==> config.mk <==
export PLATFORM = sky130hd
export DESIGN_NAME = text_cursor_glyph_emitter
export DESIGN_NICKNAME = d
export VERILOG_FILES = /design/src/sv/tcge_pkg.sv /design/src/sv/tcge_front.sv /design/src/sv/tcge_fifo.sv /design/src/sv/tcge_back.sv /design/src/sv/text_cursor_glyph_emitter.sv
export VERILOG_INCLUDE_DIRS = /design/src /design/src/sv
export SDC_FILE = /design/constraint.sdc
export NUM_CORES = 1
export LEC_CHECK = 0
export ABC_AREA = 1
export BUFFER_PORTS_ARGS = -buffer_cell sky130_fd_sc_hd__buf_4
export CAP_MARGIN = 0
export CORE_MARGIN = 2
export CORE_UTILIZATION = 50
export DETAILED_ROUTE_END_ITERATION = 16
export GPL_TIMING_DRIVEN = 0
export MAX_ROUTING_LAYER = met4
export PLACE_DENSITY = 0.8
export SYNTH_ARGS = -nofsm -noshare
export SYNTH_HDL_FRONTEND = slang
export SYNTH_SLANG_ARGS = --single-unit
==> constraint.sdc <==
create_clock -name i_clk -period 7.21 [get_ports i_clk]
set_input_delay 1.8025 -clock i_clk [delete_from_list [all_inputs] [get_ports i_clk]]
set_output_delay 1.8025 -clock i_clk [all_outputs]
set_load 0.02 [all_outputs]
==> src/sv/text_cursor_glyph_emitter_assert.svh <==
// Assertion helpers for the text cursor glyph emitter RTL
`ifndef TEXT_CURSOR_GLYPH_EMITTER_ASSERT_SVH
`define TEXT_CURSOR_GLYPH_EMITTER_ASSERT_SVH

// clocked check, held off while reset is asserted
`define TCGE_ASSERT(lbl, clk, rstn, prop, msg) \
    lbl: assert property (@(posedge clk) disable iff (!rstn) prop) else $error(msg);

// clocked check that also holds through reset
`define TCGE_ASSERT_ALWAYS(lbl, clk, prop, msg) \
    lbl: assert property (@(posedge clk) prop) else $error(msg);

`endif

==> src/sv/tcge_pkg.sv <==
`timescale 1ns / 1ps
`default_nettype none
// ----------------------------------------------------------------------------
// tcge_pkg
// Types and constants shared by the text cursor glyph emitter.
// ----------------------------------------------------------------------------
package tcge_pkg;

    // configuration register indexes
    localparam int CFG_IDX_W = 3;
    localparam logic [CFG_IDX_W-1:0] CFG_ORIGIN_X   = 3'd0;
    localparam logic [CFG_IDX_W-1:0] CFG_ORIGIN_Y   = 3'd1;
    localparam logic [CFG_IDX_W-1:0] CFG_TEXT_COLOR = 3'd2;
    localparam logic [CFG_IDX_W-1:0] CFG_HIGH_RES   = 3'd3;
    localparam logic [CFG_IDX_W-1:0] CFG_SHADOW_ON  = 3'd4;

    // character codes
    localparam logic [7:0] CH_TAB      = 8'h09;
    localparam logic [7:0] CH_LF       = 8'h0A;
    localparam logic [7:0] CH_CR       = 8'h0D;
    localparam logic [7:0] CH_SPACE    = 8'h20;
    localparam logic [7:0] CH_PRINT_HI = 8'h7E;
    localparam logic [7:0] CH_KANA_LO  = 8'hA0;
    localparam logic [7:0] CH_KANA_MID = 8'hBF;
    localparam logic [7:0] CH_KANA_HI  = 8'hDF;
    localparam logic [7:0] CH_GRAD_OFF = 8'h8A;
    localparam logic [7:0] CH_GRAD_ON  = 8'h8B;
    localparam logic [7:0] CH_KATAKANA = 8'h8C;
    localparam logic [7:0] CH_HIRAGANA = 8'h8D;
    localparam logic [7:0] KANA_SHIFT  = 8'h20;

    // geometry, quarter pixels
    localparam logic [15:0] CELL_W      = 16'd32;
    localparam logic [16:0] GLYPH_LO    = 17'd0;
    localparam logic [16:0] GLYPH_HI    = 17'd28;
    localparam logic [16:0] SHADOW_LO   = 17'd4;
    localparam logic [16:0] SHADOW_HI   = 17'd32;
    localparam logic [10:0] STEP_HIRES  = 11'd512;
    localparam logic [10:0] STEP_LORES  = 11'd1024;
    localparam logic [31:0] SHADOW_COLOR = 32'd0;

    // tab expansion limit
    localparam int TAB_SPACES_MAX = 8;
    localparam int TAB_CNT_W      = $clog2(TAB_SPACES_MAX + 1);

    // job queue
    localparam int FIFO_DEPTH = 4;
    localparam int FIFO_AW    = $clog2(FIFO_DEPTH);

    typedef enum logic [2:0] {
        OP_PLACE,
        OP_SPACE,
        OP_NEWLINE,
        OP_CR,
        OP_DIRTY,
        OP_GLYPH,
        OP_TAB
    } t_op;

    typedef struct packed {
        t_op         op;
        logic [7:0]  code;
        logic [9:0]  col;
        logic [9:0]  row;
    } t_job;

    typedef enum logic [1:0] {
        CMD_REFRESH = 2'd0,
        CMD_COLOR   = 2'd1,
        CMD_RECT    = 2'd2
    } t_cmd_kind;

    typedef struct packed {
        t_cmd_kind   kind;
        logic [16:0] left;
        logic [16:0] top;
        logic [16:0] right;
        logic [16:0] bottom;
        logic [2:0]  tile;
        logic [8:0]  tex_s;
        logic [12:0] tex_t;
        logic [10:0] tex_step;
        logic [31:0] color;
        logic        last;
    } t_cmd;

    typedef struct packed {
        logic [11:0] origin_x;
        logic [11:0] origin_y;
        logic [31:0] text_color;
        logic        high_res;
        logic        shadow_on;
    } t_cfg;

    typedef enum logic [2:0] {
        S_IDLE,
        S_REFRESH,
        S_SH_BLACK,
        S_SH_RECT,
        S_SH_COLOR,
        S_GLYPH
    } t_state;

endpackage
`default_nettype wire

==> src/sv/tcge_front.sv <==
`timescale 1ns / 1ps
`default_nettype none
// ----------------------------------------------------------------------------
// tcge_front
// Accepts input words, tracks the kana set and turns each word it keeps into a job.
// ----------------------------------------------------------------------------
module tcge_front (
    input  wire logic          i_clk,
    input  wire logic          i_rst_n,
    input  wire logic          i_in_valid,
    output logic               o_in_ready,
    input  wire logic          i_mode,
    input  wire logic [7:0]    i_char_code,
    input  wire logic [9:0]    i_col_px,
    input  wire logic [9:0]    i_row_px,
    input  wire logic          i_full,
    output logic               o_push,
    output tcge_pkg::t_job     o_job
);
    import tcge_pkg::*;

    logic       r_hiragana;
    logic       n_hiragana;
    logic       accept;
    logic       keep;
    logic [7:0] kana;

    assign o_in_ready = !i_full;
    assign accept     = i_in_valid && !i_full;

    // kana remap in hiragana mode
    always_comb begin
        kana = i_char_code;
        if (r_hiragana) begin
            kana = (i_char_code <= CH_KANA_MID) ? i_char_code - KANA_SHIFT
                                                : i_char_code + KANA_SHIFT;
        end
    end

    // classify the word
    always_comb begin
        keep       = 1'b1;
        n_hiragana = r_hiragana;
        o_job.op   = OP_PLACE;
        o_job.code = i_char_code;
        o_job.col  = i_col_px;
        o_job.row  = i_row_px;
        priority if (i_mode) begin
            o_job.op = OP_PLACE;
        end else if (i_char_code == CH_SPACE) begin
            o_job.op = OP_SPACE;
        end else if (i_char_code > CH_SPACE && i_char_code <= CH_PRINT_HI) begin
            o_job.op = OP_GLYPH;
        end else if (i_char_code >= CH_KANA_LO && i_char_code <= CH_KANA_HI) begin
            o_job.op   = OP_GLYPH;
            o_job.code = kana;
        end else if (i_char_code == CH_LF) begin
            o_job.op = OP_NEWLINE;
        end else if (i_char_code == CH_CR) begin
            o_job.op = OP_CR;
        end else if (i_char_code == CH_TAB) begin
            o_job.op = OP_TAB;
        end else if (i_char_code == CH_GRAD_ON || i_char_code == CH_GRAD_OFF) begin
            o_job.op = OP_DIRTY;
        end else if (i_char_code == CH_HIRAGANA) begin
            keep       = 1'b0;
            n_hiragana = 1'b1;
        end else if (i_char_code == CH_KATAKANA) begin
            keep       = 1'b0;
            n_hiragana = 1'b0;
        end else begin
            keep = 1'b0;
        end
    end

    assign o_push = accept && keep;

    always_ff @(posedge i_clk) begin
        if (!i_rst_n) begin
            r_hiragana <= 1'b0;
        end else if (accept) begin
            r_hiragana <= n_hiragana;
        end
    end

endmodule
`default_nettype wire

==> src/sv/tcge_fifo.sv <==
`timescale 1ns / 1ps
`default_nettype none
// ----------------------------------------------------------------------------
// tcge_fifo
// Short job queue between the front and back parts.
// ----------------------------------------------------------------------------
module tcge_fifo (
    input  wire logic          i_clk,
    input  wire logic          i_rst_n,
    input  wire logic          i_push,
    input  tcge_pkg::t_job     i_job,
    input  wire logic          i_pop,
    output tcge_pkg::t_job     o_job,
    output logic               o_full,
    output logic               o_empty
);
    import tcge_pkg::*;

    t_job               r_mem [FIFO_DEPTH];
    logic [FIFO_AW-1:0] r_wr;
    logic [FIFO_AW-1:0] r_rd;
    logic [FIFO_AW:0]   r_cnt;
    logic               do_push;
    logic               do_pop;

    assign o_full  = (r_cnt == (FIFO_AW+1)'(FIFO_DEPTH));
    assign o_empty = (r_cnt == '0);
    assign do_push = i_push && !o_full;
    assign do_pop  = i_pop && !o_empty;
    assign o_job   = r_mem[r_rd];

    // storage
    always_ff @(posedge i_clk) begin
        if (do_push) begin
            r_mem[r_wr] <= i_job;
        end
    end

    // pointers and fill count
    always_ff @(posedge i_clk) begin
        if (!i_rst_n) begin
            r_wr  <= '0;
            r_rd  <= '0;
            r_cnt <= '0;
        end else begin
            if (do_push) begin
                r_wr <= r_wr + FIFO_AW'(1);
            end
            if (do_pop) begin
                r_rd <= r_rd + FIFO_AW'(1);
            end
            r_cnt <= r_cnt + (FIFO_AW+1)'(do_push) - (FIFO_AW+1)'(do_pop);
        end
    end

endmodule
`default_nettype wire

==> src/sv/tcge_back.sv <==
`timescale 1ns / 1ps
`default_nettype none
// ----------------------------------------------------------------------------
// tcge_back
// Runs jobs on cursor state, emits one command word per cycle unless stalled.
// ----------------------------------------------------------------------------
module tcge_back (
    input  wire logic          i_clk,
    input  wire logic          i_rst_n,
    input  tcge_pkg::t_cfg     i_cfg,
    input  tcge_pkg::t_job     i_job,
    input  wire logic          i_empty,
    output logic               o_pop,
    output logic               o_out_valid,
    input  wire logic          i_out_ready,
    output tcge_pkg::t_cmd     o_cmd
);
    import tcge_pkg::*;

    `include "text_cursor_glyph_emitter_assert.svh"

    t_state               r_state, n_state;
    logic [15:0]          r_cx, n_cx;
    logic [15:0]          r_cy, n_cy;
    logic                 r_dirty, n_dirty;
    logic [7:0]           r_code, n_code;
    logic                 r_tab, n_tab;
    logic [TAB_CNT_W-1:0] r_k, n_k;
    logic                 r_out_valid;
    t_cmd                 r_out;
    t_cmd                 cmd;
    logic                 emit;
    logic                 slot_free;
    logic                 more;
    logic [15:0]          adv_cx;
    logic [7:0]           tab_off;
    logic [TAB_CNT_W-1:0] k_inc;
    t_state               glyph_start;

    // build a textured rectangle at the cursor
    function automatic t_cmd mk_rect(input logic [15:0] cx, input logic [15:0] cy,
                                     input logic [7:0] code, input logic hres,
                                     input logic [16:0] lo, input logic [16:0] hi);
        t_cmd        c;
        logic [16:0] l;
        logic [16:0] t;
        logic [16:0] r;
        logic [16:0] b;
        l = {1'b0, cx} + lo;
        t = {1'b0, cy} + lo;
        r = {1'b0, cx} + hi;
        b = {1'b0, cy} + hi;
        c          = '0;
        c.kind     = CMD_RECT;
        c.left     = hres ? {l[15:0], 1'b0} : l;
        c.top      = hres ? {t[15:0], 1'b0} : t;
        c.right    = hres ? {r[15:0], 1'b0} : r;
        c.bottom   = hres ? {b[15:0], 1'b0} : b;
        c.tile     = {code[1:0], 1'b0};
        c.tex_s    = {code[2], 8'd0};
        c.tex_t    = {code[7:3], 8'd0};
        c.tex_step = hres ? STEP_HIRES : STEP_LORES;
        return c;
    endfunction

    assign slot_free = !r_out_valid || i_out_ready;
    assign adv_cx    = r_cx + CELL_W;
    assign tab_off   = adv_cx[7:0] - i_cfg.origin_x[7:0];
    assign k_inc     = r_k + TAB_CNT_W'(1);
    assign more      = r_tab && (tab_off != 8'd0)
                       && (k_inc < TAB_CNT_W'(TAB_SPACES_MAX));
    assign glyph_start = i_cfg.shadow_on ? S_SH_BLACK : S_GLYPH;

    // sequencer
    always_comb begin
        n_state = r_state;
        n_cx    = r_cx;
        n_cy    = r_cy;
        n_dirty = r_dirty;
        n_code  = r_code;
        n_tab   = r_tab;
        n_k     = r_k;
        o_pop   = 1'b0;
        emit    = 1'b0;
        cmd     = '0;
        unique case (r_state)
            S_IDLE: begin
                if (!i_empty) begin
                    o_pop = 1'b1;
                    unique case (i_job.op)
                        OP_PLACE: begin
                            n_cx = {4'd0, i_cfg.origin_x} + {4'd0, i_job.col, 2'b00};
                            n_cy = {4'd0, i_cfg.origin_y} + {4'd0, i_job.row, 2'b00};
                        end
                        OP_SPACE: begin
                            n_cx = adv_cx;
                        end
                        OP_NEWLINE: begin
                            n_cy = r_cy + CELL_W;
                            n_cx = {4'd0, i_cfg.origin_x};
                        end
                        OP_CR: begin
                            n_cx = {4'd0, i_cfg.origin_x};
                        end
                        OP_DIRTY: begin
                            n_dirty = 1'b1;
                        end
                        OP_GLYPH, OP_TAB: begin
                            n_tab   = (i_job.op == OP_TAB);
                            n_code  = (i_job.op == OP_TAB) ? CH_SPACE : i_job.code;
                            n_k     = '0;
                            n_state = r_dirty ? S_REFRESH : glyph_start;
                        end
                        default: begin
                            n_state = S_IDLE;
                        end
                    endcase
                end
            end
            S_REFRESH: begin
                if (slot_free) begin
                    emit     = 1'b1;
                    cmd.kind = CMD_REFRESH;
                    n_dirty  = 1'b0;
                    n_state  = glyph_start;
                end
            end
            S_SH_BLACK: begin
                if (slot_free) begin
                    emit      = 1'b1;
                    cmd.kind  = CMD_COLOR;
                    cmd.color = SHADOW_COLOR;
                    n_state   = S_SH_RECT;
                end
            end
            S_SH_RECT: begin
                if (slot_free) begin
                    emit    = 1'b1;
                    cmd     = mk_rect(r_cx, r_cy, r_code, i_cfg.high_res,
                                      SHADOW_LO, SHADOW_HI);
                    n_state = S_SH_COLOR;
                end
            end
            S_SH_COLOR: begin
                if (slot_free) begin
                    emit      = 1'b1;
                    cmd.kind  = CMD_COLOR;
                    cmd.color = i_cfg.text_color;
                    n_state   = S_GLYPH;
                end
            end
            S_GLYPH: begin
                if (slot_free) begin
                    emit     = 1'b1;
                    cmd      = mk_rect(r_cx, r_cy, r_code, i_cfg.high_res,
                                       GLYPH_LO, GLYPH_HI);
                    cmd.last = !more;
                    n_cx     = adv_cx;
                    if (more) begin
                        n_k     = k_inc;
                        n_state = glyph_start;
                    end else begin
                        n_state = S_IDLE;
                    end
                end
            end
            default: begin
                n_state = S_IDLE;
            end
        endcase
    end

    // state register
    always_ff @(posedge i_clk) begin
        if (!i_rst_n) begin
            r_state <= S_IDLE;
            r_cx    <= '0;
            r_cy    <= '0;
            r_dirty <= 1'b1;
            r_tab   <= 1'b0;
            r_k     <= '0;
        end else begin
            r_state <= n_state;
            r_cx    <= n_cx;
            r_cy    <= n_cy;
            r_dirty <= n_dirty;
            r_tab   <= n_tab;
            r_k     <= n_k;
        end
    end

    always_ff @(posedge i_clk) begin
        r_code <= n_code;
    end

    // output register
    always_ff @(posedge i_clk) begin
        if (!i_rst_n) begin
            r_out_valid <= 1'b0;
        end else if (emit) begin
            r_out_valid <= 1'b1;
        end else if (i_out_ready) begin
            r_out_valid <= 1'b0;
        end
    end

    always_ff @(posedge i_clk) begin
        if (emit) begin
            r_out <= cmd;
        end
    end

    assign o_out_valid = r_out_valid;
    assign o_cmd       = r_out;

    // checks
    `TCGE_ASSERT(a_pop_idle, i_clk, i_rst_n, o_pop |-> (r_state == S_IDLE), "pop outside idle")
    `TCGE_ASSERT(a_rect_black, i_clk, i_rst_n, (r_out_valid && r_out.kind == CMD_RECT) |-> (r_out.color == '0), "rectangle with colour")
    `TCGE_ASSERT(a_refresh_clears, i_clk, i_rst_n, (emit && r_state == S_REFRESH) |=> !r_dirty, "mode dirty left set")
    `TCGE_ASSERT(a_tab_bound, i_clk, i_rst_n, r_k < TAB_CNT_W'(TAB_SPACES_MAX), "tab count overrun")
    `TCGE_ASSERT_ALWAYS(a_no_emit_stalled, i_clk, emit |-> slot_free, "output overwritten")

endmodule
`default_nettype wire

==> src/sv/text_cursor_glyph_emitter.sv <==
`timescale 1ns / 1ps
`default_nettype none
// ----------------------------------------------------------------------------
// text_cursor_glyph_emitter
// Text overlay command generator: characters and cursor moves in, commands out.
// ----------------------------------------------------------------------------
// Input channel (i_in_valid / o_in_ready) takes one word: a character code or
// a cursor placement. Output channel (o_out_valid / i_out_ready) gives one
// command word per handshake; o_last marks the final command of an input.
// The configuration port writes a register whenever i_cfg_we is high.
// A glyph yields one to five commands (refresh, shadow colour, shadow
// rectangle, colour restore, glyph rectangle), one per cycle while the
// receiver keeps up; the sequencer fetches each job in its idle state. A tab
// yields up to eight spaces of up to four commands each, plus one refresh.
// Words with no command retire in the idle state. An accepted input goes
// through the job queue, the sequencer state and the output register.
// A four-entry job queue lets input be taken while commands are pending.
// Reset clears the cursor, selects katakana and marks the mode dirty so the
// first glyph is preceded by a refresh; shadow is on after reset.
// When the receiver stalls, the output register holds its word, the
// sequencer waits, and input is accepted until the job queue fills.
// ----------------------------------------------------------------------------
module text_cursor_glyph_emitter (
    input  wire logic          i_clk,
    input  wire logic          i_rst_n,
    input  wire logic          i_in_valid,
    output logic               o_in_ready,
    input  wire logic          i_mode,
    input  wire logic [7:0]    i_char_code,
    input  wire logic [9:0]    i_col_px,
    input  wire logic [9:0]    i_row_px,
    output logic               o_out_valid,
    input  wire logic          i_out_ready,
    output logic [1:0]         o_cmd_kind,
    output logic [16:0]        o_rect_left,
    output logic [16:0]        o_rect_top,
    output logic [16:0]        o_rect_right,
    output logic [16:0]        o_rect_bottom,
    output logic [2:0]         o_tile_index,
    output logic [8:0]         o_tex_s,
    output logic [12:0]        o_tex_t,
    output logic [10:0]        o_tex_step,
    output logic [31:0]        o_color_value,
    output logic               o_last,
    input  wire logic          i_cfg_we,
    input  wire logic [tcge_pkg::CFG_IDX_W-1:0] i_cfg_idx,
    input  wire logic [31:0]   i_cfg_data
);
    import tcge_pkg::*;

    t_cfg r_cfg;
    t_job push_job;
    t_job head_job;
    t_cmd cmd;
    logic push;
    logic pop;
    logic full;
    logic empty;

    // configuration registers
    always_ff @(posedge i_clk) begin
        if (!i_rst_n) begin
            r_cfg.origin_x   <= '0;
            r_cfg.origin_y   <= '0;
            r_cfg.text_color <= '0;
            r_cfg.high_res   <= 1'b0;
            r_cfg.shadow_on  <= 1'b1;
        end else if (i_cfg_we) begin
            unique case (i_cfg_idx)
                CFG_ORIGIN_X:   r_cfg.origin_x   <= i_cfg_data[11:0];
                CFG_ORIGIN_Y:   r_cfg.origin_y   <= i_cfg_data[11:0];
                CFG_TEXT_COLOR: r_cfg.text_color <= i_cfg_data;
                CFG_HIGH_RES:   r_cfg.high_res   <= i_cfg_data[0];
                CFG_SHADOW_ON:  r_cfg.shadow_on  <= i_cfg_data[0];
                default: begin
                end
            endcase
        end
    end

    tcge_front u_front (
        .i_clk       (i_clk),
        .i_rst_n     (i_rst_n),
        .i_in_valid  (i_in_valid),
        .o_in_ready  (o_in_ready),
        .i_mode      (i_mode),
        .i_char_code (i_char_code),
        .i_col_px    (i_col_px),
        .i_row_px    (i_row_px),
        .i_full      (full),
        .o_push      (push),
        .o_job       (push_job)
    );

    tcge_fifo u_fifo (
        .i_clk   (i_clk),
        .i_rst_n (i_rst_n),
        .i_push  (push),
        .i_job   (push_job),
        .i_pop   (pop),
        .o_job   (head_job),
        .o_full  (full),
        .o_empty (empty)
    );

    tcge_back u_back (
        .i_clk       (i_clk),
        .i_rst_n     (i_rst_n),
        .i_cfg       (r_cfg),
        .i_job       (head_job),
        .i_empty     (empty),
        .o_pop       (pop),
        .o_out_valid (o_out_valid),
        .i_out_ready (i_out_ready),
        .o_cmd       (cmd)
    );

    // command word onto ports
    assign o_cmd_kind    = cmd.kind;
    assign o_rect_left   = cmd.left;
    assign o_rect_top    = cmd.top;
    assign o_rect_right  = cmd.right;
    assign o_rect_bottom = cmd.bottom;
    assign o_tile_index  = cmd.tile;
    assign o_tex_s       = cmd.tex_s;
    assign o_tex_t       = cmd.tex_t;
    assign o_tex_step    = cmd.tex_step;
    assign o_color_value = cmd.color;
    assign o_last        = cmd.last;

endmodule
`default_nettype wire
==> results of run 1 <==
-- metal layers --
layer	up-vias	track usage, %
met2	661	45.6
met3	111	3.27
met5	-	-
met4	0	8.31
met1	7051	37.3
li1	7169	-
-- synth_stat cells (14+ instances only) --
library cell,number
sky130_fd_sc_hd__buf_4,32
sky130_fd_sc_hd__nor3_1,16
sky130_fd_sc_hd__nor2_1,215
sky130_fd_sc_hd__buf_2,18
sky130_fd_sc_hd__inv_1,202
sky130_fd_sc_hd__o21ai_0,185
sky130_fd_sc_hd__ha_1,43
sky130_fd_sc_hd__nand3_1,75
sky130_fd_sc_hd__dfxtp_1,110
sky130_fd_sc_hd__edfxtp_1,241
sky130_fd_sc_hd__xor2_1,53
sky130_fd_sc_hd__nand2_1,339
sky130_fd_sc_hd__a21oi_1,125
sky130_fd_sc_hd__o22ai_1,86
sky130_fd_sc_hd__o221ai_1,14
sky130_fd_sc_hd__clkbuf_1,61
-- registers in the layout (all words and copies together) (netlist names), named ones only --
| name | flops |
|---|---|
| r_cfg | 58 |
| u_back.o_cmd | 109 |
| u_back.o_out_valid | 1 |
| u_back.r_code | 8 |
| u_back.r_cx | 16 |
| u_back.r_cy | 16 |
| u_back.r_dirty | 1 |
| u_back.r_k | 4 |
| u_back.r_state | 3 |
| u_back.r_tab | 1 |
| u_fifo.r_cnt | 3 |
| u_fifo.r_mem | 124 |
| u_fifo.r_rd | 2 |
| u_fifo.r_wr | 2 |
| u_front.r_hiragana | 1 |
-- tightest hold or removal path, stage by stage, from the launching register on --
cell and delay [ps]:
sky130_fd_sc_hd__dfxtp_1 300, sky130_fd_sc_hd__inv_1 60, sky130_fd_sc_hd__a21oi_1 50
-- through the flow --
| stage | hold slack [ps] | std cells | setup slack [ps] | total power (µW) |
|---|---|---|---|---|
| after floorplan | 429 | 1992 | 2160 | 4730 |
| after global placement | 439 | 2629 | 699 | 5660 |
| after detailed placement | 445 | 2634 | 2850 | 5720 |
| after CTS | 454 | 2701 | 3390 | 7540 |
| after global routing | 469 | 2701 | 3210 | 7990 |
| final | 454 | 2701 | 3380 | 7550 |
-- cell type report --
cell class                      count  area [µm²]  area share, %
Sequential cell                   351        9440           44.9
Multi-Input combinational cell   1297        6880           32.7
Timing Repair Buffer              187        1470           7.01
Clock buffer                       47        1010           4.79
Inverter                          220         836           3.98
Buffer                            124         647           3.08
Tap cell                          455         569           2.71
Clock inverter                     20         164          0.780
-- kinds of logic after synthesis --
group | share of synthesized area (%)
AND/OR/NAND/NOR | 16.7
AO/OA/AOI/OAI | 15.0
flip-flops | 53.4
buffers and inverters | 8.37
XOR/XNOR | 3.12
adder cells (fa/ha/maj) | 3.38
other | 0.0212
-- path summary, 6_finish.rpt --
kind                            slack (ps)  cells after the start        start         endpoint
worst max-delay path                  3380                      7  i_out_ready  u_back.o_cmd[8]
worst min-delay path                   450                      2    r_cfg[28]        r_cfg[28]
worst max register to register        3570                     15    flip-flop  u_back.r_cy[12]
worst min register to register         450                      2    r_cfg[28]        r_cfg[28]
-- report_power, final --
| group | internal (µW) | switching [µW] | total, µW |
|---|---|---|---|
| combinational | 969 | 2030 | 2990 |
| clock | 1040 | 796 | 1830 |
| sequential | 2570 | 160 | 2730 |
| total | 4570 | 2980 | 7550 |
==> results by group, run 1 <==
Synth
  – Most frequently used flop master after synthesis: sky130_fd_sc_hd__edfxtp_1
  – Syn. warnings: 0
  – Synth area leaders: sky130_fd_sc_hd__edfxtp_1, sky130_fd_sc_hd__dfxtp_1, sky130_fd_sc_hd__nand2_1
  – Number of flops mapped to enable cells by yosys: 241
  – Average footprint of a synthesized cell: 8.99 µm²
  – Sequential area share after synthesis: 53.4%
  – Fraction of registers with async set or reset after synthesis: 0%
  – Post-synth top area share: 40.9%
  – Distinct cell type count after synthesis: between 50 and 60
  – Library cell with the largest summed area after synthesis: sky130_fd_sc_hd__edfxtp_1
  – Mapped Cells: around 2000
  – Synthesized cell area: 17700 µm²
  – Number of storage elements in the synthesis netlist: 351

Drt
  – DRC violation count after routing: 0
  – Average wire per cell in the routed design: 18.6 µm
  – Wirelength, routed: 50300 µm
  – Via count: around 15000
  – Detailed route wirelength on metal2: 23700 µm
  – First DRT Iteration DRCs: about 1600
  – TritonRoute pass-1 iters: 5
  – Highest Signal Layer: met4
  – DR WL met3: 3680 µm
  – DRT antenna net count: 0
  – Vias per std cell: 5.55
  – Met1 layer wirelength in the final routing: 21400 µm

Worst setup path
  – CP Capture Type: flip-flop
  – Crit path arrival time: between 4000 and 5000 ps
  – Slowest stage delay, CP: around 500 ps
  – Buffers and inverters on the worst path: 5
  – Crit path launch type: primary input
  – Crit-path max FO: 68
  – Critical path's slowest cell: sky130_fd_sc_hd__inv_4
  – Crit Path Class: in -> reg
  – Data required, critical path: 7410 ps
  – Family with the most delay on the worst path: buffers and inverters
  – Critical path, cell by cell: buf_4 > or2_0 > buf_2 > clkbuf_1 > o21ai_0 > inv_4 > buf_16

Clock network
  – Post-CTS setup buffers: 0
  – Number of sinks on the clock net: 351
  – TritonCTS clock tree: done
  – Number of buffers between clock root and the deepest sink: 3
  – Hold-fix buffer count after cts: 0
  – Source-to-sink clock delay at the later pin of the worst-skew pair: 540 ps
  – Number of H-tree branching levels: 2
  – Root Buffer Master: sky130_fd_sc_hd__clkbuf_16
  – CTS buffer count: 38
  – Clock slew at reported path FFs: ~60 ps
  – Resized cells post-CTS: 0

Placed design
  – Count of input and output buffers: 182
  – Routability-driven placement congestion ratio: 0.957
  – Post-DP Area: slightly below 20000 µm²
  – DP Wirelength: 37700 µm

Cells and area
  – Most frequent standard cell in the layout excluding fill and tap cells: sky130_fd_sc_hd__nand2_1
  – Final core utilization: 60.5%
  – Final-layout fill cell count: 2897
  – Share of final-layout standard cells stronger than drive strength 1: 15.4%
  – Diode count: 0
  – Area overhead of the layout relative to synthesis: 18.9%
  – Net total in the final layout: 2334
  – Finished layout cell area: 21000 µm²
  – Commonest non-fill, non-tap cells in the layout: sky130_fd_sc_hd__nand2_1, sky130_fd_sc_hd__edfxtp_1, sky130_fd_sc_hd__buf_4

Floorplanning
  – Row count: 68
  – Number of primary I/O pins: 210
  – Floorplan die area: 36900 µm²
  – Y dimension of the die: 192 µm
  – Initial Util: about half
  – Core outline area: between 30000 and 40000 µm²
  – Overall die width: around 190 µm

STA
  – Final hold violation count: 0
  – Final critical-path share of the clock period: 53.1%
  – Slew at the pin with the worst max-slew slack: 868 ps
  – Time the final worst path needs with I/O delays and setup: around 3800 ps
  – Number of slew-limit violations in the final report: 0
  – Number of failing setup endpoints in the final timing report: 0
  – Max-slew headroom: 41.7%
  – Highest attainable clock frequency: 0.261 GHz
  – Unrepaired setup endpoints after global routing: no
  – Fin Setup TNS: 0 ps
  – Worst setup skew after layout: 10.6 ps

Global routing
  – GRT Residual Overflow: 0
  – Global-route wire length before repair: 78000 µm
  – Pin count of the biggest net entering global routing: slightly below 70
  – All-Layer GR Usage: between 20% and 30%
  – Number of antenna violations at the first check in global routing: 0
  – Via count of the first global-routing pass: 14200

Worst hold path
  – Min-Delay Path Class: reg -> reg

Pwr
  – Leakage power of the design: 0.00844 µW
  – Largest vdd supply drop: 0.000238 V
  – Power density normalized to cell area: 359 nW/µm²

Job
  – Max-capacitance violation count: 0

Run status
  – Status: finished, final reports clean
(Power assumes the default switching activity.)
==> inputs of run 2 (changes only) <==
==> constraint.sdc (replaced) <==
create_clock -name i_clk -period 3.6 [get_ports i_clk]
set_input_delay 0.9 -clock i_clk [delete_from_list [all_inputs] [get_ports i_clk]]
set_output_delay 0.9 -clock i_clk [all_outputs]
set_load 0.02 [all_outputs]
==> results by group, run 2 (synthesis gave the netlist of run 1 again) <==
Run status
  – Status: finished, final reports clean (unchanged)

Job
  – Max-capacitance violation count: 0 (unchanged)

Clock network
  – Post-CTS setup buffers: 0 (unchanged)
  – Number of H-tree branching levels: 2 (unchanged)
  – TritonCTS clock tree: done (unchanged)
  – Number of buffers between clock root and the deepest sink: 3 (unchanged)
  – CTS buffer count: 38 (unchanged)
  – Root Buffer Master: sky130_fd_sc_hd__clkbuf_16 (unchanged)
  – Clock slew at reported path FFs: 60 ps (about the same)
  – Number of sinks on the clock net: 351 (unchanged)
  – Source-to-sink clock delay at the later pin of the worst-skew pair: 550 ps (was 540 ps)

STA
  – Max-slew headroom: 38.4% (was 41.7%)
  – Final hold violation count: 0 (unchanged)
  – Worst hold slack: 454 ps (about the same)
  – Number of slew-limit violations in the final report: 0 (unchanged)
  – Unrepaired setup endpoints after global routing: no (unchanged)
  – Number of failing setup endpoints in the final timing report: 0 (unchanged)
  – Fin Setup TNS: 0 ps (unchanged)
  – Time the final worst path needs with I/O delays and setup: 3380 ps
  – Slew at the pin with the worst max-slew slack: 917 ps (was 868 ps)
  – Highest attainable clock frequency: 0.296 GHz
  – Worst setup skew after layout: 12.8 ps (was 10.6 ps)
  – Final critical-path share of the clock period: 93.9%

Drt
  – Via count: 15000 (about the same)
  – TritonRoute pass-1 iters: 8 (was 5)
  – Average wire per cell in the routed design: 19.0 µm (was 18.6 µm)
  – First DRT Iteration DRCs: 1614 (was 1617)
  – Vias per std cell: 5.57 (was 5.55)
  – DRT antenna net count: 0 (unchanged)
  – Wirelength, routed: 51200 µm (was 50300 µm)
  – DRC violation count after routing: 0 (unchanged)

Placed design
  – Count of input and output buffers: 182 (unchanged)
  – DP Wirelength: 38300 µm (was 37700 µm)
  – Post-DP Area: 19900 µm² (was 19800 µm²)
  – Routability-driven placement congestion ratio: 0.972 (was 0.957)

Global routing
  – Global-route wire length before repair: 78800 µm (was 78000 µm)
  – Pin count of the biggest net entering global routing: 37 (was 69)
  – GRT Residual Overflow: 0 (unchanged)
  – Number of antenna violations at the first check in global routing: 0 (unchanged)
  – All-Layer GR Usage: 28.6% (was 28.1%)
  – Via count of the first global-routing pass: 14600 (was 14200)

Cells and area
  – Number of flip-flops in the largest register: 124 (unchanged)
  – Most flop-heavy register: u_fifo.r_mem (unchanged)
  – Diode count: 0 (unchanged)
  – Finished layout cell area: 21100 µm² (was 21000 µm²)
  – Final core utilization: 60.8% (was 60.5%)
  – Area overhead of the layout relative to synthesis: 19.5% (was 18.9%)
  – Net total in the final layout: 2333 (was 2334)
  – Commonest non-fill, non-tap cells in the layout: sky130_fd_sc_hd__nand2_1, sky130_fd_sc_hd__edfxtp_1, sky130_fd_sc_hd__buf_4 (unchanged)
  – Share of final-layout standard cells stronger than drive strength 1: 16.1% (was 15.4%)
  – Most frequent standard cell in the layout excluding fill and tap cells: sky130_fd_sc_hd__nand2_1 (unchanged)

Worst hold path
  – Min-Delay Path Class: reg -> reg (unchanged)

Worst setup path
  – Crit path launch type: flip-flop (was primary input)
  – Data required, critical path: 4070 ps (was 7410 ps)
  – CP Capture Type: flip-flop (unchanged)
  – Crit path arrival time: 3850 ps (was 4020 ps)
  – Crit-path max FO: 14 (was 68)
  – Crit Path Class: reg -> reg (was in -> reg)

Pwr
  – Leakage power of the design: 0.00851 µW (was 0.00844 µW)
  – Largest vdd supply drop: 0.000473 V (was 0.000238 V)
  – Power density normalized to cell area: 729 nW/µm² (was 359 nW/µm²)

Floorplanning
  – Floorplan die area: 36900 µm² (unchanged)
  – Overall die width: 192 µm (unchanged)
  – Initial Util: 50.9% (unchanged)
  – Y dimension of the die: 192 µm (unchanged)
  – Row count: 68 (unchanged)
  – Number of primary I/O pins: 210 (unchanged)
  – Core outline area: 34700 µm² (unchanged)
==> run 2: cell count changes in the layout (fill, tap and decap cells not counted), moves of 3 or more <==
| cell | before | now |
|---|---|---|
| sky130_fd_sc_hd__clkbuf_1 | 69 | 58 |
| sky130_fd_sc_hd__clkbuf_2 | 1 | 9 |
| sky130_fd_sc_hd__clkinv_1 | 9 | 6 |
| sky130_fd_sc_hd__clkinv_2 | 0 | 3 |
==> run 2: layout make-up <==
type	count	area, µm²
plain buffers	121	644
well taps	455	569
clock inverters	19	169
fillers	2896	13600
clock buffers	49	1060
flip-flops and latches	351	9440
repair buffers	189	1510
inverters	220	837
multi-input cells	1297	6880
==> run 2: power by group <==
part / leakage [µW] / internal, µW / total [µW] / switching [µW]
Clock: 0.000596 / 2240 / 3840 / 1600
Combinational: 0.00479 / 1990 / 6080 / 4100
Sequential: 0.00312 / 5140 / 5450 / 314
==> run 2: timing repair <==
| item | in CTS | in global routing |
|---|---|---|
| setup endpoints to repair | 2 | 6 |
| hold buffers | 0 | 0 |
| resized for setup | 1 | 12 |
==> run 2: stage by stage <==
| step | setup WS (ps) | power [µW] | cells |
|---|---|---|---|
| after floorplan | 25.5 | 9480 | 1992 |
| after global placement | -1110 | 11300 | 2629 |
| after global routing | 41.4 | 16300 | 2701 |
| after CTS | 13.6 | 15400 | 2704 |
| final | 218 | 15400 | 2701 |
| after detailed placement | -8.69 | 11500 | 2636 |
==> run 2: critical path, stage by stage, from the launching register on <==
cell and delay [ps]:
sky130_fd_sc_hd__dfxtp_1 340, sky130_fd_sc_hd__inv_1 350, sky130_fd_sc_hd__clkbuf_1 480, sky130_fd_sc_hd__o21ai_0 220, sky130_fd_sc_hd__o22ai_1 260, sky130_fd_sc_hd__ha_1 280
sky130_fd_sc_hd__fa_1 260, sky130_fd_sc_hd__nand2_1 100, sky130_fd_sc_hd__nand2_1 60, sky130_fd_sc_hd__nand2_1 40, sky130_fd_sc_hd__nand2_1 110, sky130_fd_sc_hd__nand3_1 110
sky130_fd_sc_hd__nand3_1 90, sky130_fd_sc_hd__nand2_1 50, sky130_fd_sc_hd__o21ai_0 260, sky130_fd_sc_hd__nand2_1 120, sky130_fd_sc_hd__a21oi_1 170
==> run 2: metal layers <==
layer  track usage (%)  up-vias  share of wire (%)
met2              46.6      687                 48
met4              12.3        0                4.0
li1                  -     7166                  -
met1              36.1     7044                 42
met5                 -        -                  0
met3              3.80      150                6.5
==> run 2: path summary, 6_finish.rpt <==
check | startpoint | to | slack (ps) | cells after the start
max | flip-flop | u_back.r_cx[10] | 220 | 16
min | u_back.r_k[3] | u_back.r_k[3] | 450 | 2
max reg2reg | flip-flop | u_back.r_cx[10] | 220 | 16
min reg2reg | u_back.r_k[3] | u_back.r_k[3] | 450 | 2
==> inputs of run 3 (changes only) <==
--- a/config.mk
+++ b/config.mk
@@ -6,9 +6,8 @@
 export SDC_FILE = /design/constraint.sdc
 export NUM_CORES = 1
 export LEC_CHECK = 0
-export ABC_AREA = 1
 export BUFFER_PORTS_ARGS = -buffer_cell sky130_fd_sc_hd__buf_4
-export CAP_MARGIN = 0
+export CAP_MARGIN = 20
 export CORE_MARGIN = 2
 export CORE_UTILIZATION = 50
 export DETAILED_ROUTE_END_ITERATION = 16
==> results by group, run 3 <==
Run status
  – Status: finished, final reports clean (unchanged)

Worst setup path
  – Family with the most delay on the worst path: compound AO/OA/AOI/OAI gates (unchanged)
  – Critical path, cell by cell: buf_1 > clkinv_1 > ha_1 > nand3_1 > a21oi_1 > o311a_1 > o221ai_1 > nor2b_1 > nor2_1 (was inv_1 > clkbuf_1 > o21ai_0 > o22ai_1 > ha_1 > fa_1 > nand2_1 > nand2_1 > nand2_1 > nand2_1 > nand3_1 > nand3_1 > nand2_1 > o21ai_0 > nand2_1 > a21oi_1)
  – Critical path's slowest cell: sky130_fd_sc_hd__o221ai_1 (was sky130_fd_sc_hd__clkbuf_1)
  – Slowest stage delay, CP: 560 ps (was 480 ps)
  – Crit path launch type: flip-flop (unchanged)
  – Crit path arrival time: 3600 ps (was 3850 ps)
  – Crit-path max FO: 10 (was 14)
  – Data required, critical path: 3860 ps (was 4070 ps)
  – Crit Path Class: reg -> reg (unchanged)
  – Buffers and inverters on the worst path: 2 (unchanged)
  – CP Capture Type: flip-flop (unchanged)

Clock network
  – Number of sinks on the clock net: 351 (unchanged)
  – Post-CTS setup buffers: 0 (unchanged)
  – Number of buffers between clock root and the deepest sink: 3 (unchanged)
  – Number of H-tree branching levels: 2 (unchanged)
  – Root Buffer Master: sky130_fd_sc_hd__clkbuf_16 (unchanged)
  – Clock slew at reported path FFs: 60 ps (about the same)
  – Source-to-sink clock delay at the later pin of the worst-skew pair: 540 ps (was 550 ps)
  – TritonCTS clock tree: done (unchanged)
  – Hold-fix buffer count after cts: 0 (unchanged)
  – CTS buffer count: 37 (was 38)

Cells and area
  – Commonest non-fill, non-tap cells in the layout: sky130_fd_sc_hd__edfxtp_1, sky130_fd_sc_hd__buf_4, sky130_fd_sc_hd__nand2_1 (was sky130_fd_sc_hd__nand2_1, sky130_fd_sc_hd__edfxtp_1, sky130_fd_sc_hd__buf_4)
  – Filler-free cell count of the finished design: 2413 (was 2701)
  – Most frequent standard cell in the layout excluding fill and tap cells: sky130_fd_sc_hd__edfxtp_1 (was sky130_fd_sc_hd__nand2_1)
  – Number of flip-flops in the largest register: 124 (unchanged)
  – Share of final-layout standard cells stronger than drive strength 1: 18.4% (was 16.1%)
  – Net total in the final layout: 2038 (was 2333)
  – Most flop-heavy register: u_fifo.r_mem (unchanged)
  – Final-layout fill cell count: 2898 (was 2896)
  – Area overhead of the layout relative to synthesis: 19.2% (was 19.5%)
  – Diode count: 0 (unchanged)
  – Finished layout cell area: 21200 µm² (was 21100 µm²)

Synth
  – Sequential area share after synthesis: 53.2% (was 53.4%)
  – Average footprint of a synthesized cell: 10.6 µm² (was 8.99 µm²)
  – Cell with the most instances after synthesis: sky130_fd_sc_hd__edfxtp_1 (was sky130_fd_sc_hd__nand2_1)
  – Most frequent cells after synthesis: sky130_fd_sc_hd__edfxtp_1, sky130_fd_sc_hd__nand2_1, sky130_fd_sc_hd__nor2_1 (was sky130_fd_sc_hd__nand2_1, sky130_fd_sc_hd__edfxtp_1, sky130_fd_sc_hd__nor2_1)
  – Most frequently used flop master after synthesis: sky130_fd_sc_hd__edfxtp_1 (unchanged)
  – Number of flops mapped to enable cells by yosys: 241 (unchanged)
  – Synthesized cell area: 17800 µm² (was 17700 µm²)
  – Number of storage elements in the synthesis netlist: 351 (unchanged)
  – Library cell with the largest summed area after synthesis: sky130_fd_sc_hd__edfxtp_1 (unchanged)
  – Post-synth top area share: 40.8% (was 40.9%)
  – Synth area leaders: sky130_fd_sc_hd__edfxtp_1, sky130_fd_sc_hd__dfxtp_1, sky130_fd_sc_hd__a21oi_1 (was sky130_fd_sc_hd__edfxtp_1, sky130_fd_sc_hd__dfxtp_1, sky130_fd_sc_hd__nand2_1)
  – Mapped Cells: 1671 (was 1967)
  – Fraction of registers with async set or reset after synthesis: 0% (unchanged)
  – Syn. warnings: 0 (unchanged)
  – Distinct cell type count after synthesis: 75 (was 58)

Placed design
  – Routability-driven placement congestion ratio: 0.977 (was 0.972)
  – Placed instance count: 2345 (was 2636)
  – Count of input and output buffers: 183 (was 182)
  – Pre-CTS WS: -622 ps (was -8.69 ps)
  – Post-DP Area: 19900 µm² (about the same)
  – DP Wirelength: 36300 µm (was 38300 µm)

STA
  – Worst path setup slack after routing: 263 ps (was 218 ps)
  – Slew at the pin with the worst max-slew slack: 1040 ps (was 917 ps)
  – Fin Setup TNS: 0 ps (unchanged)
  – Max-slew headroom: 30.8% (was 38.4%)
  – Final critical-path share of the clock period: 92.7% (was 93.9%)
  – Final hold violation count: 0 (unchanged)
  – Time the final worst path needs with I/O delays and setup: 3340 ps (was 3380 ps)
  – Highest attainable clock frequency: 0.300 GHz (was 0.296 GHz)
  – Unrepaired setup endpoints after global routing: no (unchanged)
  – Worst setup skew after layout: 18.0 ps (was 12.8 ps)
  – Number of slew-limit violations in the final report: 0 (unchanged)
  – Number of failing setup endpoints in the final timing report: 0 (unchanged)

Drt
  – Via count: 13900 (was 15000)
  – First DRT Iteration DRCs: 1351 (was 1614)
  – Vias per std cell: 5.75 (was 5.57)
  – DRC violation count after routing: 0 (unchanged)
  – TritonRoute pass-1 iters: 6 (was 8)
  – Wirelength, routed: 49600 µm (was 51200 µm)
  – DRT antenna net count: 0 (unchanged)
  – Average wire per cell in the routed design: 20.5 µm (was 19.0 µm)

Floorplanning
  – Floorplan die area: 37000 µm² (was 36900 µm²)
  – Y dimension of the die: 192 µm (about the same)
  – Core outline area: 35200 µm² (was 34700 µm²)
  – Overall die width: 192 µm (about the same)
  – Initial Util: 50.4% (was 50.9%)
  – Row count: 69 (was 68)
  – Number of primary I/O pins: 210 (unchanged)

Global routing
  – All-Layer GR Usage: 27.6% (was 28.6%)
  – GRT Residual Overflow: 0 (unchanged)
  – Via count of the first global-routing pass: 13200 (was 14600)
  – Number of antenna violations at the first check in global routing: 0 (unchanged)
  – Global-route wire length before repair: 75200 µm (was 78800 µm)
  – Pin count of the biggest net entering global routing: 37 (unchanged)

Pwr
  – Clock group share of total power: 25.6% (was 25.0%)
  – Largest vdd supply drop: 0.000425 V (was 0.000473 V)
  – Power density normalized to cell area: 728 nW/µm² (was 729 nW/µm²)
  – Switching Fraction: 36.1% (was 39.1%)
  – Share of power burned in combinational logic: 38.2% (was 39.6%)
  – Leakage power of the design: 0.00768 µW (was 0.00851 µW)
  – Internal power summed over all cells: 9830 µW (was 9370 µW)
  – Sw power: 5570 µW (was 6010 µW)
  – Share of total power in sequential cells: 36.2% (was 35.5%)

Worst hold path
  – Min-Delay Path Class: reg -> reg (unchanged)

Job
  – Max-capacitance violation count: 0 (unchanged)
## run 3: cell types whose count changed after synthesis, sizes merged, moves of 44 or more
cell | previous run | this run
nor2 | 226 | 158
o21ai | 192 | 63
o22ai | 86 | 34
inv | 218 | 38
and2 | 0 | 52
nand3 | 76 | 32
nand2 | 349 | 186
## run 3: what timing repair did
| item | CTS | global route |
|---|---|---|
| endpoints found under the setup margin | 16 | 3 |
| endpoints found under the hold margin | 0 | 0 |
| resized for setup | 2 | 6 |
## run 3: layout make-up
| cell class | instances | area [µm²] | share of cell area [%] |
|---|---|---|---|
| Timing Repair Buffer | 189 | 1450 | 6.87 |
| Buffer | 143 | 686 | 3.24 |
| Sequential cell | 351 | 9440 | 44.6 |
| Clock inverter | 24 | 262 | 1.24 |
| Inverter | 41 | 154 | 0.728 |
| Clock buffer | 44 | 995 | 4.70 |
| Tap cell | 461 | 577 | 2.73 |
| Multi-Input combinational cell | 1160 | 7590 | 35.9 |
## run 3: path summary, 6_finish.rpt
check,start,to,slack (ps),cells past startpoint
setup reg to reg,u_back.r_cx[5],u_back.o_cmd[0],260,9
hold reg to reg,r_cfg[8],r_cfg[8],450,2
setup / recovery,u_back.r_cx[5],u_back.o_cmd[0],260,9
hold / removal,r_cfg[8],r_cfg[8],450,2
## run 3: cell families (layout without fill, tap and decap cells)
group | count (synthesis) | in the layout | share of synthesized area (%)
mux | 83 | 83 | 6.94
compound gates | 361 | 361 | 12.5
xor+xnor | 81 | 81 | 4.07
simple gates | 563 | 563 | 15.2
flops | 351 | 351 | 53.2
fa+ha+maj | 46 | 46 | 3.37
buf+inv | 185 | 441 | 4.70
other cells | 1 | 26 | 0.0211
## run 3: routing by layer
| metal | GRT usage [%] | part of all wire (%) | vias up |
|---|---|---|---|
| met5 | - | 0 | - |
| met4 | 10.4 | 3.5 | 0 |
| met3 | 4.13 | 7.0 | 105 |
| met2 | 43.4 | 47 | 592 |
| met1 | 36.3 | 42 | 6648 |
| li1 | - | - | 6519 |
## run 3: through the flow
stage	power [µW]	hold slack [ps]	util, %
global route	16200	470	60.1
detailed placement	11400	445	56.4
finish	15400	451	60.1
global placement	11300	439	56.2
floorplan	9490	432	-
CTS	15400	453	60.0
## run 3: power groups by stage
stage	Clock, µW	Combinational, µW	Sequential [µW]
3_3_place_gp	0	5590	5680
6_report	3940	5880	5580
5_1_grt	4160	6360	5640
2_1_floorplan	0	3370	6130
4_1_cts	3990	5830	5580
3_5_place_dp	0	5790	5660
## run 3: worst register-to-register path, stage by stage, from the launching register on
cell                       delay [ps]
sky130_fd_sc_hd__dfxtp_1          400
sky130_fd_sc_hd__buf_1            420
sky130_fd_sc_hd__clkinv_1         420
sky130_fd_sc_hd__ha_1             450
sky130_fd_sc_hd__nand3_1          110
sky130_fd_sc_hd__a21oi_1           70
sky130_fd_sc_hd__o311a_1          360
sky130_fd_sc_hd__o221ai_1         560
sky130_fd_sc_hd__nor2b_1          240
sky130_fd_sc_hd__nor2_1            50
